[src/rtl/core/pstats_pkg.sv]
`default_nettype none
package pstats_pkg;

   // default sizing, handed to the top level parameters
   localparam int DEF_TABLE_ENTRIES = 32;
   localparam int DEF_READING_CAP   = 256;

   // fixed field widths
   localparam int ADDR_W      = 32;
   localparam int PORT_W      = 16;
   localparam int KEY_W       = ADDR_W + PORT_W;
   localparam int TEMP_W      = 16;
   localparam int STATUS_W    = 2;
   localparam int COUNT_OUT_W = 9;
   localparam int REQ_DATA_W  = 64;
   localparam int RSP_DATA_W  = 64;
   localparam int RSP_PAD_W   = RSP_DATA_W - (STATUS_W + 3 * TEMP_W + COUNT_OUT_W);

   // alert level 35.0 degrees in 1/16 degree units
   localparam logic signed [TEMP_W-1:0] THRESHOLD_RESET = 16'sd560;

   // result status codes
   localparam logic [STATUS_W-1:0] STATUS_NORMAL = 2'd0;
   localparam logic [STATUS_W-1:0] STATUS_ALERT  = 2'd1;
   localparam logic [STATUS_W-1:0] STATUS_FULL   = 2'd2;

   typedef enum logic [2:0] {
      ST_IDLE,
      ST_SCAN,
      ST_MISS,
      ST_UPDATE,
      ST_DIVIDE,
      ST_DONE
   } state_type;

   // controller to datapath
   typedef struct packed {
      logic start;
      logic scan_step;
      logic take_hit;
      logic alloc;
      logic set_full;
      logic update;
      logic div_step;
      logic load_rsp;
   } cmd_type;

   // datapath to controller
   typedef struct packed {
      logic hit;
      logic miss;
      logic table_full;
      logic div_last;
      logic rsp_free;
   } sts_type;

endpackage
`default_nettype wire

[src/rtl/core/pstats_ram.sv]
`default_nettype none
module pstats_ram #(
   parameter int WIDTH = 8,
   parameter int DEPTH = 32
) (
   input  wire logic                  clock,
   input  wire logic                  we,
   input  wire logic [((DEPTH > 1) ? $clog2(DEPTH) : 1)-1:0] waddr,
   input  wire logic [WIDTH-1:0]      wdata,
   input  wire logic [((DEPTH > 1) ? $clog2(DEPTH) : 1)-1:0] raddr,
   output logic      [WIDTH-1:0]      rdata
);

   logic [WIDTH-1:0] mem_ff [DEPTH];
   logic [WIDTH-1:0] rdata_ff;

   // one write port, one registered read port
   always_ff @(posedge clock) begin
      if (we) begin
         mem_ff[waddr] <= wdata;
      end
      rdata_ff <= mem_ff[raddr];
   end

   assign rdata = rdata_ff;

endmodule
`default_nettype wire

[src/rtl/core/pstats_ctrl.sv]
`default_nettype none
module pstats_ctrl (
   input  wire logic                clock,
   input  wire logic                reset,
   input  wire logic                req_tvalid,
   output logic                     req_tready,
   input  wire pstats_pkg::sts_type sts,
   output pstats_pkg::cmd_type      cmd
);

   pstats_pkg::state_type state_ff;
   pstats_pkg::state_type state_in;

   // state register
   always_ff @(posedge clock) begin
      if (reset) begin
         state_ff <= pstats_pkg::ST_IDLE;
      end else begin
         state_ff <= state_in;
      end
   end

   // next state
   always_comb begin
      state_in = state_ff;
      case (state_ff)
         pstats_pkg::ST_IDLE: begin
            if (req_tvalid) begin
               state_in = pstats_pkg::ST_SCAN;
            end
         end
         pstats_pkg::ST_SCAN: begin
            if (sts.hit) begin
               state_in = pstats_pkg::ST_UPDATE;
            end else if (sts.miss) begin
               state_in = pstats_pkg::ST_MISS;
            end
         end
         pstats_pkg::ST_MISS: begin
            if (sts.table_full) begin
               state_in = pstats_pkg::ST_DONE;
            end else begin
               state_in = pstats_pkg::ST_UPDATE;
            end
         end
         pstats_pkg::ST_UPDATE: begin
            state_in = pstats_pkg::ST_DIVIDE;
         end
         pstats_pkg::ST_DIVIDE: begin
            if (sts.div_last) begin
               state_in = pstats_pkg::ST_DONE;
            end
         end
         pstats_pkg::ST_DONE: begin
            if (sts.rsp_free) begin
               state_in = pstats_pkg::ST_IDLE;
            end
         end
         default: begin
            state_in = pstats_pkg::ST_IDLE;
         end
      endcase
   end

   // commands
   always_comb begin
      cmd        = '0;
      req_tready = 1'b0;
      case (state_ff)
         pstats_pkg::ST_IDLE: begin
            req_tready = 1'b1;
            cmd.start  = req_tvalid;
         end
         pstats_pkg::ST_SCAN: begin
            cmd.scan_step = 1'b1;
            cmd.take_hit  = sts.hit;
         end
         pstats_pkg::ST_MISS: begin
            cmd.set_full = sts.table_full;
            cmd.alloc    = ~sts.table_full;
         end
         pstats_pkg::ST_UPDATE: begin
            cmd.update = 1'b1;
         end
         pstats_pkg::ST_DIVIDE: begin
            cmd.div_step = 1'b1;
         end
         pstats_pkg::ST_DONE: begin
            cmd.load_rsp = sts.rsp_free;
         end
         default: begin
            cmd = '0;
         end
      endcase
   end

endmodule
`default_nettype wire

[src/rtl/core/pstats_datapath.sv]
`default_nettype none
module pstats_datapath #(
   parameter int TABLE_ENTRIES = pstats_pkg::DEF_TABLE_ENTRIES,
   parameter int READING_CAP   = pstats_pkg::DEF_READING_CAP
) (
   input  wire logic                                clock,
   input  wire logic                                reset,
   input  wire logic [pstats_pkg::REQ_DATA_W-1:0]   req_tdata,
   input  wire logic                                csr_we,
   input  wire logic [pstats_pkg::TEMP_W-1:0]       csr_wdata,
   output logic                                     rsp_tvalid,
   input  wire logic                                rsp_tready,
   output logic      [pstats_pkg::RSP_DATA_W-1:0]   rsp_tdata,
   input  wire pstats_pkg::cmd_type                 cmd,
   output pstats_pkg::sts_type                      sts
);

   localparam int IDX_W   = (TABLE_ENTRIES > 1) ? $clog2(TABLE_ENTRIES) : 1;
   localparam int USED_W  = $clog2(TABLE_ENTRIES + 1);
   localparam int CNT_W   = $clog2(READING_CAP + 1);
   localparam int SUM_W   = pstats_pkg::TEMP_W + $clog2(READING_CAP);
   localparam int STEP_W  = $clog2(SUM_W + 1);
   localparam int T_W     = pstats_pkg::TEMP_W;
   localparam int ENTRY_W = pstats_pkg::KEY_W + SUM_W + 2 * T_W + CNT_W;

   // entry word layout, count in the low bits
   localparam int MAX_LSB = CNT_W;
   localparam int MIN_LSB = MAX_LSB + T_W;
   localparam int SUM_LSB = MIN_LSB + T_W;
   localparam int KEY_LSB = SUM_LSB + SUM_W;

   // request registers
   logic [pstats_pkg::KEY_W-1:0] key_ff, key_in;
   logic signed [T_W-1:0]        temp_ff, temp_in;
   logic signed [T_W-1:0]        thresh_ff, thresh_in;

   // table bookkeeping and scan
   logic [USED_W-1:0] used_ff, used_in;
   logic [USED_W-1:0] scan_cnt_ff, scan_cnt_in;
   logic              pend_ff, pend_in;
   logic [IDX_W-1:0]  slot_ff, slot_in;
   logic              full_ff, full_in;
   logic              alert_ff, alert_in;

   // working copy of the entry
   logic signed [SUM_W-1:0] e_sum_ff, e_sum_in;
   logic signed [T_W-1:0]   e_min_ff, e_min_in;
   logic signed [T_W-1:0]   e_max_ff, e_max_in;
   logic [CNT_W-1:0]        e_cnt_ff, e_cnt_in;

   // divider
   logic [SUM_W-1:0]  quo_ff, quo_in;
   logic [CNT_W-1:0]  rem_ff, rem_in;
   logic [STEP_W-1:0] step_ff, step_in;
   logic              neg_ff, neg_in;

   // response register
   logic                                 rsp_valid_ff, rsp_valid_in;
   logic [pstats_pkg::STATUS_W-1:0]      rsp_status_ff, rsp_status_in;
   logic signed [T_W-1:0]                rsp_mean_ff, rsp_mean_in;
   logic signed [T_W-1:0]                rsp_min_ff, rsp_min_in;
   logic signed [T_W-1:0]                rsp_max_ff, rsp_max_in;
   logic [pstats_pkg::COUNT_OUT_W-1:0]   rsp_cnt_ff, rsp_cnt_in;

   // memory ports
   logic [ENTRY_W-1:0] rd_entry;
   logic [ENTRY_W-1:0] wr_entry;
   logic [IDX_W-1:0]   rd_addr;

   // combinational helpers
   logic                    scan_more;
   logic                    key_match;
   logic                    can_store;
   logic signed [SUM_W-1:0] upd_sum;
   logic signed [T_W-1:0]   upd_min;
   logic signed [T_W-1:0]   upd_max;
   logic [CNT_W-1:0]        upd_cnt;
   logic [CNT_W:0]          rem_shift;
   logic [CNT_W:0]          rem_diff;
   logic                    quo_bit;
   logic [SUM_W-1:0]        quo_signed;
   logic                    rsp_free;

   pstats_ram #(
      .WIDTH (ENTRY_W),
      .DEPTH (TABLE_ENTRIES)
   ) u_table (
      .clock (clock),
      .we    (cmd.update),
      .waddr (slot_ff),
      .wdata (wr_entry),
      .raddr (rd_addr),
      .rdata (rd_entry)
   );

   // key scan over the entries in use, one read a cycle, compare on the registered read data
   assign scan_more = scan_cnt_ff < used_ff;
   assign rd_addr   = scan_cnt_ff[IDX_W-1:0];
   assign key_match = rd_entry[KEY_LSB +: pstats_pkg::KEY_W] == key_ff;

   // statistics update for one reading
   always_comb begin
      can_store = e_cnt_ff < CNT_W'(READING_CAP);
      upd_sum   = e_sum_ff;
      upd_min   = e_min_ff;
      upd_max   = e_max_ff;
      upd_cnt   = e_cnt_ff;
      if (can_store) begin
         upd_sum = e_sum_ff + SUM_W'(temp_ff);
         upd_cnt = e_cnt_ff + CNT_W'(1);
         if (e_cnt_ff == '0) begin
            upd_min = temp_ff;
            upd_max = temp_ff;
         end else begin
            if (temp_ff < e_min_ff) begin
               upd_min = temp_ff;
            end
            if (temp_ff > e_max_ff) begin
               upd_max = temp_ff;
            end
         end
      end
   end

   assign wr_entry = {key_ff, upd_sum, upd_min, upd_max, upd_cnt};

   // restoring divide step on the magnitude of the sum
   assign rem_shift  = {rem_ff, quo_ff[SUM_W-1]};
   assign rem_diff   = rem_shift - {1'b0, e_cnt_ff};
   assign quo_bit    = rem_shift >= {1'b0, e_cnt_ff};
   assign quo_signed = neg_ff ? (~quo_ff + SUM_W'(1)) : quo_ff;

   assign rsp_free = ~rsp_valid_ff | rsp_tready;

   // next values
   always_comb begin
      key_in        = key_ff;
      temp_in       = temp_ff;
      thresh_in     = thresh_ff;
      used_in       = used_ff;
      scan_cnt_in   = scan_cnt_ff;
      pend_in       = pend_ff;
      slot_in       = slot_ff;
      full_in       = full_ff;
      alert_in      = alert_ff;
      e_sum_in      = e_sum_ff;
      e_min_in      = e_min_ff;
      e_max_in      = e_max_ff;
      e_cnt_in      = e_cnt_ff;
      quo_in        = quo_ff;
      rem_in        = rem_ff;
      step_in       = step_ff;
      neg_in        = neg_ff;
      rsp_valid_in  = rsp_valid_ff & ~rsp_tready;
      rsp_status_in = rsp_status_ff;
      rsp_mean_in   = rsp_mean_ff;
      rsp_min_in    = rsp_min_ff;
      rsp_max_in    = rsp_max_ff;
      rsp_cnt_in    = rsp_cnt_ff;

      // threshold register
      if (csr_we) begin
         thresh_in = csr_wdata;
      end

      // take the request
      if (cmd.start) begin
         key_in      = {req_tdata[pstats_pkg::ADDR_W-1:0],
                        req_tdata[pstats_pkg::KEY_W-1:pstats_pkg::ADDR_W]};
         temp_in     = req_tdata[pstats_pkg::KEY_W +: T_W];
         scan_cnt_in = '0;
         pend_in     = 1'b0;
         full_in     = 1'b0;
      end

      // scan step
      if (cmd.scan_step) begin
         pend_in = scan_more;
         if (scan_more) begin
            scan_cnt_in = scan_cnt_ff + USED_W'(1);
         end
      end

      // matching entry found
      if (cmd.take_hit) begin
         slot_in  = IDX_W'(scan_cnt_ff - USED_W'(1));
         e_sum_in = rd_entry[SUM_LSB +: SUM_W];
         e_min_in = rd_entry[MIN_LSB +: T_W];
         e_max_in = rd_entry[MAX_LSB +: T_W];
         e_cnt_in = rd_entry[CNT_W-1:0];
      end

      // new source gets the next entry
      if (cmd.alloc) begin
         slot_in  = used_ff[IDX_W-1:0];
         used_in  = used_ff + USED_W'(1);
         e_sum_in = '0;
         e_min_in = '0;
         e_max_in = '0;
         e_cnt_in = '0;
      end

      if (cmd.set_full) begin
         full_in = 1'b1;
      end

      // record reading, prime the divider
      if (cmd.update) begin
         e_sum_in = upd_sum;
         e_min_in = upd_min;
         e_max_in = upd_max;
         e_cnt_in = upd_cnt;
         alert_in = temp_ff > thresh_ff;
         neg_in   = upd_sum[SUM_W-1];
         quo_in   = upd_sum[SUM_W-1] ? (~upd_sum + SUM_W'(1)) : upd_sum;
         rem_in   = '0;
         step_in  = STEP_W'(SUM_W);
      end

      if (cmd.div_step) begin
         quo_in  = {quo_ff[SUM_W-2:0], quo_bit};
         rem_in  = quo_bit ? rem_diff[CNT_W-1:0] : rem_shift[CNT_W-1:0];
         step_in = step_ff - STEP_W'(1);
      end

      // load the response register
      if (cmd.load_rsp) begin
         rsp_valid_in = 1'b1;
         if (full_ff) begin
            rsp_status_in = pstats_pkg::STATUS_FULL;
            rsp_mean_in   = '0;
            rsp_min_in    = '0;
            rsp_max_in    = '0;
            rsp_cnt_in    = '0;
         end else begin
            rsp_status_in = alert_ff ? pstats_pkg::STATUS_ALERT : pstats_pkg::STATUS_NORMAL;
            rsp_mean_in   = quo_signed[T_W-1:0];
            rsp_min_in    = e_min_ff;
            rsp_max_in    = e_max_ff;
            rsp_cnt_in    = pstats_pkg::COUNT_OUT_W'(e_cnt_ff);
         end
      end
   end

   // control registers
   always_ff @(posedge clock) begin
      if (reset) begin
         thresh_ff    <= pstats_pkg::THRESHOLD_RESET;
         used_ff      <= '0;
         scan_cnt_ff  <= '0;
         pend_ff      <= 1'b0;
         full_ff      <= 1'b0;
         step_ff      <= '0;
         rsp_valid_ff <= 1'b0;
      end else begin
         thresh_ff    <= thresh_in;
         used_ff      <= used_in;
         scan_cnt_ff  <= scan_cnt_in;
         pend_ff      <= pend_in;
         full_ff      <= full_in;
         step_ff      <= step_in;
         rsp_valid_ff <= rsp_valid_in;
      end
   end

   // payload registers
   always_ff @(posedge clock) begin
      key_ff        <= key_in;
      temp_ff       <= temp_in;
      slot_ff       <= slot_in;
      alert_ff      <= alert_in;
      e_sum_ff      <= e_sum_in;
      e_min_ff      <= e_min_in;
      e_max_ff      <= e_max_in;
      e_cnt_ff      <= e_cnt_in;
      quo_ff        <= quo_in;
      rem_ff        <= rem_in;
      neg_ff        <= neg_in;
      rsp_status_ff <= rsp_status_in;
      rsp_mean_ff   <= rsp_mean_in;
      rsp_min_ff    <= rsp_min_in;
      rsp_max_ff    <= rsp_max_in;
      rsp_cnt_ff    <= rsp_cnt_in;
   end

   // status to the controller
   assign sts.hit        = pend_ff & key_match;
   assign sts.miss       = ~pend_ff & ~scan_more;
   assign sts.table_full = used_ff == USED_W'(TABLE_ENTRIES);
   assign sts.div_last   = step_ff == STEP_W'(1);
   assign sts.rsp_free   = rsp_free;

   assign rsp_tvalid = rsp_valid_ff;
   assign rsp_tdata  = {{pstats_pkg::RSP_PAD_W{1'b0}}, rsp_cnt_ff, rsp_max_ff, rsp_min_ff,
                        rsp_mean_ff, rsp_status_ff};

endmodule
`default_nettype wire

[src/rtl/core/per_source_temperature_stats.sv]
// throughput: one request at a time; the key scan (one table read a cycle) and the
//   bit-serial divider (one quotient bit a cycle, 24 bits at default sizing) keep the block busy
// reset: synchronous, active high; clears the entry count, the control state and the
//   response valid, and loads the alert threshold with 560; table contents are not cleared
`default_nettype none
module per_source_temperature_stats #(
   parameter int TABLE_ENTRIES = pstats_pkg::DEF_TABLE_ENTRIES,
   parameter int READING_CAP   = pstats_pkg::DEF_READING_CAP
) (
   input  wire logic                               clock,
   input  wire logic                               reset,
   // source_address [31:0], source_port [47:32], temperature [63:48]
   input  wire logic [pstats_pkg::REQ_DATA_W-1:0]  req_tdata,
   input  wire logic                               req_tvalid,
   output logic                                    req_tready,
   // status [1:0], mean_value [17:2], minimum_value [33:18], maximum_value [49:34],
   // reading_count [58:50]
   output logic      [pstats_pkg::RSP_DATA_W-1:0]  rsp_tdata,
   output logic                                    rsp_tvalid,
   input  wire logic                               rsp_tready,
   input  wire logic                               csr_we,
   input  wire logic [pstats_pkg::TEMP_W-1:0]      csr_wdata
);

   pstats_pkg::cmd_type cmd;
   pstats_pkg::sts_type sts;

   pstats_ctrl u_ctrl (
      .clock      (clock),
      .reset      (reset),
      .req_tvalid (req_tvalid),
      .req_tready (req_tready),
      .sts        (sts),
      .cmd        (cmd)
   );

   pstats_datapath #(
      .TABLE_ENTRIES (TABLE_ENTRIES),
      .READING_CAP   (READING_CAP)
   ) u_datapath (
      .clock      (clock),
      .reset      (reset),
      .req_tdata  (req_tdata),
      .csr_we     (csr_we),
      .csr_wdata  (csr_wdata),
      .rsp_tvalid (rsp_tvalid),
      .rsp_tready (rsp_tready),
      .rsp_tdata  (rsp_tdata),
      .cmd        (cmd),
      .sts        (sts)
   );

   // a full table reports nothing recorded
   a_full_zero: assert property (@(posedge clock) disable iff (reset)
      (rsp_tvalid && rsp_tdata[1:0] == pstats_pkg::STATUS_FULL) |->
      (rsp_tdata[58:2] == '0))
      else $error("table full response carries statistics");

   // the mean lies between the minimum and the maximum
   a_mean_range: assert property (@(posedge clock) disable iff (reset)
      (rsp_tvalid && rsp_tdata[1:0] != pstats_pkg::STATUS_FULL) |->
      ($signed(rsp_tdata[33:18]) <= $signed(rsp_tdata[17:2]) &&
       $signed(rsp_tdata[17:2]) <= $signed(rsp_tdata[49:34])))
      else $error("mean outside min/max range");

   // a taken request keeps the block busy on the next cycle
   a_busy_after_req: assert property (@(posedge clock) disable iff (reset)
      (req_tvalid && req_tready) |=> !req_tready)
      else $error("request taken while previous request still in work");

endmodule
`default_nettype wire

[config.mk]
export PLATFORM = sky130hd
export DESIGN_NAME = per_source_temperature_stats
export DESIGN_NICKNAME = d
export VERILOG_FILES = /design/src/rtl/core/pstats_pkg.sv /design/src/rtl/core/pstats_ram.sv /design/src/rtl/core/pstats_ctrl.sv /design/src/rtl/core/pstats_datapath.sv /design/src/rtl/core/per_source_temperature_stats.sv
export SDC_FILE = /design/constraint.sdc
export NUM_CORES = 2
export LEC_CHECK = 0
export BUFFER_PORTS_ARGS = -buffer_cell sky130_fd_sc_hd__buf_2
export CAP_MARGIN = 40
export CORE_MARGIN = 8
export CORE_UTILIZATION = 50
export CTS_CLUSTER_DIAMETER = 120
export DETAILED_ROUTE_END_ITERATION = 8
export PLACE_DENSITY = 0.65
export SLEW_MARGIN = 20
export SYNTH_ARGS = -nofsm -noshare
export SYNTH_HDL_FRONTEND = slang
export SYNTH_SLANG_ARGS = --single-unit
[constraint.sdc]
create_clock -name clock -period 7.8 [get_ports clock]
set_input_delay 0 -clock clock [delete_from_list [all_inputs] [get_ports clock]]
set_output_delay 0 -clock clock [all_outputs]
set_load 0.02 [all_outputs]
==> impl_metrics.csv <==
group,metric,value,unit
hold_path,worstHoldStart,"req_tdata[51]",
clock_tree,path_clk_slew,60,ps
logic_synthesis,synth_mux_area_frac,0.1779,
power_and_ir_drop,comb_power_share,0.137,
routing,dr.pass1.iters,6,
setup_path,timing.critical_path.arrival,5640,ps
setup_path,rr_startpoint,"u_datapath.key_ff[19]",
timing,setup_total_negative_slack,0,ps
layout,fin_cells,11970,
power_and_ir_drop,static-leakage-power,55.05,nW
power_and_ir_drop,vdd_drop_max,0.0002439,V
logic_synthesis,syn_area_per_cell,22.54,um2
routing,post-route-drc-count,0,
floorplan,die_width,572.3,um
layout,layout-drive-gt1-share,0.2984,
logic_synthesis,synthSimpleGateAreaFrac,0.01760,
clock_tree,root_buffer,"clkbuf_16",
timing,report.final.slew_viol_count,0,
logic_synthesis,main_combinational_cell_family_by_area_after_synthesis,"multiplexers",
hold_path,min_delay_worst_endpoint,"u_datapath.temp_ff[3]",
layout,layout_common_cells,"edfxtp_1 (3844), mux4_2 (1130), clkbuf_16 (400)",
clock_tree,worstSkewPairLatency,900,ps
setup_path,worst-r2r-cell-count,12,
layout,final_design_area_no_fill,178300,um2
layout,area_growth,15.21,%
floorplan,boundaryPins,151,
logic_synthesis,postSynth.asyncResetShare,0,
timing,rsz0062_at_grt,"no",
logic_synthesis,yosys_warnings,0,
hold_path,hold_path.class,"primary input to flop",
logic_synthesis,synth_xor_area_frac,0.005604,
logic_synthesis,synth-seq-cells,3996,
setup_path,path_class,"flop to flop",
job,max_cap_viol_count,0,
grt,grt.overflow.total,0,
placement,instance_count_after_placement_with_tap_cells_included,11010,
logic_synthesis,post_synthesis_cell_count,6864,
power_and_ir_drop,switching_power,13.29,mW
logic_synthesis,ys_seq_area_frac,0.7657,
power_and_ir_drop,power.density_cell_area,299.1,nW/um2
routing,post_drt_wl_per_cell,33.39,um
routing,drt-vias-per-instance,6.379,
clock_tree,tritoncts,"built",
grt,first_global_vias,75750,
clock_tree,cts_max_path_buffers,4,
setup_path,reg2reg_slack,2990,ps
timing,finalCriticalPeriod,4805,ps
floorplan,design.die.area,327500,um2
routing,drt_iter0_markers,10140,
logic_synthesis,mappedNetlistArea,154700,um2
clock_tree,cts_buffers,392,
run_status,run_status,"complete, but fails checks",
timing,timing.final.hold_violations,0,
setup_path,worst_ep_required_time,8630,ps
placement,place_ws,3117,ps
placement,port_buffers,145,
clock_tree,ctsHtreeMaxLevel,5,
timing,setup_viol,0,
grt,antenna_found_initial,16,
setup_path,worst_setup_path_end_kind,"flop",
power_and_ir_drop,fraction_of_power_consumed_by_sequential_logic,0.508,
logic_synthesis,yosysUniqueCellTypes,78,
clock_tree,post_cts_resize_count,0,
floorplan,row_count,204,
placement,gp_congestion,0.8914,
timing,worst_slew_margin_rel,0.2441,
setup_path,timing.rr.end,"u_ctrl.state_ff[0]",
power_and_ir_drop,switching_share,0.2493,
grt,grt_start_max_net_pins,154,
clock_tree,cts.sinks,3996,
power_and_ir_drop,power,53.32,mW
setup_path,path_max_fanout,33,
logic_synthesis,synth_edf_count,3844,
logic_synthesis,synth_top_flop_cell,"edfxtp_1",
timing,max_slew.worst_pin.slew,1134,ps
floorplan,die_y,572.3,um
placement,hpwl,197600,um
timing,max_freq,0.2081,GHz
placement,detailed_place.area,162800,um2
hold_path,hold_path_depth,2,
routing,detailroute.via_count,76380,
timing,setup_ws,2995,ps
routing,drt-total-wl,399800,um
layout,nNetsFinal,7699,
timing,final.hold.worst_slack,60.27,ps
grt,track_usage,0.2400,
floorplan,placeableCoreArea,308300,um2
layout,final_util,0.5781,
routing,final_antenna_net_count,1,
logic_synthesis,compound_cell_area_share_of_the_yosys_netlist,0.01406,
power_and_ir_drop,power.internal,40.03,mW
floorplan,initial_utilization,0.5018,
grt,grt_pass1_wl,564300,um
power_and_ir_drop,clock_power_share,0.356,
run_status,violated_checks,"antenna violations",
timing,worst_clock_skew,37.27,ps
setup_path,cp-start-kind,"flop",
logic_synthesis,adder_cell_fraction_of_synth_area,0.007860,
timing,finalCritPeriodShare,0.6161,
layout,final_common_cell,"edfxtp_1",
cell families (layout without fill, tap and decap cells):
| group | Yosys count | count (layout) |
|---|---|---|
| DFF | 3996 | 3996 |
| muxes | 1318 | 1318 |
| and+or+nand+nor | 581 | 581 |
| buffers and inverters | 451 | 1428 |
| AOI/OAI and AO/OA | 322 | 322 |
| xor gates and xnor gates | 99 | 99 |
| adders and majority gates | 96 | 96 |
| other | 1 | 12 |
area by class of cell:
| cell class | instances | area (um2) |
|---|---|---|
| Fill cell | 21990 | 130100 |
| Clock inverter | 212 | 2202 |
| Sequential cell | 3996 | 118500 |
| Multi-Input combinational cell | 2421 | 34940 |
| Timing Repair Buffer | 605 | 6360 |
| Antenna cell | 7 | 17.52 |
| Inverter | 102 | 389.1 |
| Tap cell | 4120 | 5155 |
| Clock buffer | 509 | 10690 |
power groups by stage:
stage / combinational [mW] / clock, mW / sequential [mW]
after floorplan: 3.96 / 0 / 27.6
after global placement: 6.14 / 0 / 27.7
after detailed placement: 6.74 / 0 / 27.7
after CTS: 6.84 / 19.2 / 27.3
after global routing: 7.80 / 20.0 / 27.1
final: 7.30 / 19.0 / 27.1
worst max-delay path by stage:
| stage | startpoint | endpoint | slack, ps | cells past startpoint |
|---|---|---|---|---|
| 2_1_floorplan | u_ctrl.state_ff[0] | u_datapath.u_table.mem_ff[29][0] | 790 | 8 |
| 3_3_place_gp | u_datapath.key_ff[41] | u_datapath.e_max_ff[9] | 2300 | 7 |
| 3_5_place_dp | u_datapath.key_ff[38] | u_datapath.e_max_ff[13] | 3120 | 9 |
| 4_1_cts | u_datapath.key_ff[38] | u_ctrl.state_ff[0] | 2700 | 11 |
| 5_1_grt | u_datapath.key_ff[19] | u_ctrl.state_ff[0] | 2790 | 12 |
| 6_report | u_datapath.key_ff[19] | u_ctrl.state_ff[0] | 2990 | 12 |
sequential cells by signal (all words and copies together) (netlist names), 9 cells and up:
signal,flops
u_datapath.u_table.mem_ff,3616
u_datapath.rem_ff,9
u_datapath.e_min_ff,16
u_datapath.rsp_cnt_ff,9
u_datapath.e_max_ff,16
u_datapath.temp_ff,16
u_datapath.e_sum_ff,24
u_datapath.u_table.rdata,113
u_datapath.rsp_min_ff,16
u_datapath.quo_ff,24
u_datapath.rsp_max_ff,16
u_datapath.e_cnt_ff,9
u_datapath.rsp_mean_ff,16
u_datapath.key_ff,48
u_datapath.thresh_ff,16
cell usage after synthesis, types with 7 or more instances:
| library cell | count | area [um2] |
|---|---|---|
| mux4_2 | 1130 | 25450 |
| a22o_1 | 7 | 61.31 |
| xor2_1 | 34 | 297.8 |
| a211oi_1 | 18 | 135.1 |
| nand3b_1 | 7 | 52.55 |
| a21o_1 | 16 | 120.1 |
| mux2_2 | 150 | 1689 |
| dfxtp_1 | 152 | 3043 |
| buf_1 | 86 | 322.8 |
| or3_1 | 11 | 68.82 |
| inv_1 | 101 | 379.1 |
| nand2b_1 | 14 | 87.58 |
| o2bb2ai_1 | 17 | 148.9 |
| ha_1 | 94 | 1176 |
| nor2_1 | 175 | 656.9 |
| edfxtp_1 | 3844 | 115400 |
| mux2i_1 | 38 | 380.4 |
| nor3_1 | 26 | 130.1 |
| a31oi_1 | 10 | 62.56 |
| nand4_1 | 30 | 187.7 |
| nand2_1 | 180 | 675.7 |
| nor2b_1 | 21 | 131.4 |
| nor4_1 | 20 | 125.1 |
| a21oi_1 | 66 | 330.3 |
| o21a_1 | 18 | 135.1 |
| o31ai_1 | 10 | 75.07 |
| o211ai_1 | 16 | 120.1 |
| a221o_1 | 17 | 170.2 |
| xnor2_1 | 65 | 569.3 |
| clkbuf_1 | 253 | 949.7 |
| nand3_1 | 49 | 245.2 |
| o21ai_0 | 80 | 400.4 |
what timing repair did:
item,CTS,global route
hold endpoints to repair,103,0
buffers inserted,0,0
hold buffers,194,0
endpoints found under the setup margin,0,0
worst max-delay path, stage by stage, from the launching register on:
cell	delay, ps
edfxtp_1	350
buf_4	240
xor2_1	240
nor4_1	780
nand4_1	190
nor4_1	650
nand3_1	490
nor2b_1	270
o21ai_0	120
o41ai_1	170
or4_1	500
a31oi_1	150
dlygate4sd3_1	560
metal layers:
metal  routed length (um)  part of all wire  track usage
met5                   54           0.00014            0
met4                11580             0.029      0.06530
met3                35450             0.089      0.03626
met2               188700              0.47       0.3766
met1               164000              0.41       0.3572
Note: power is estimated with default switching activity, not from simulation.
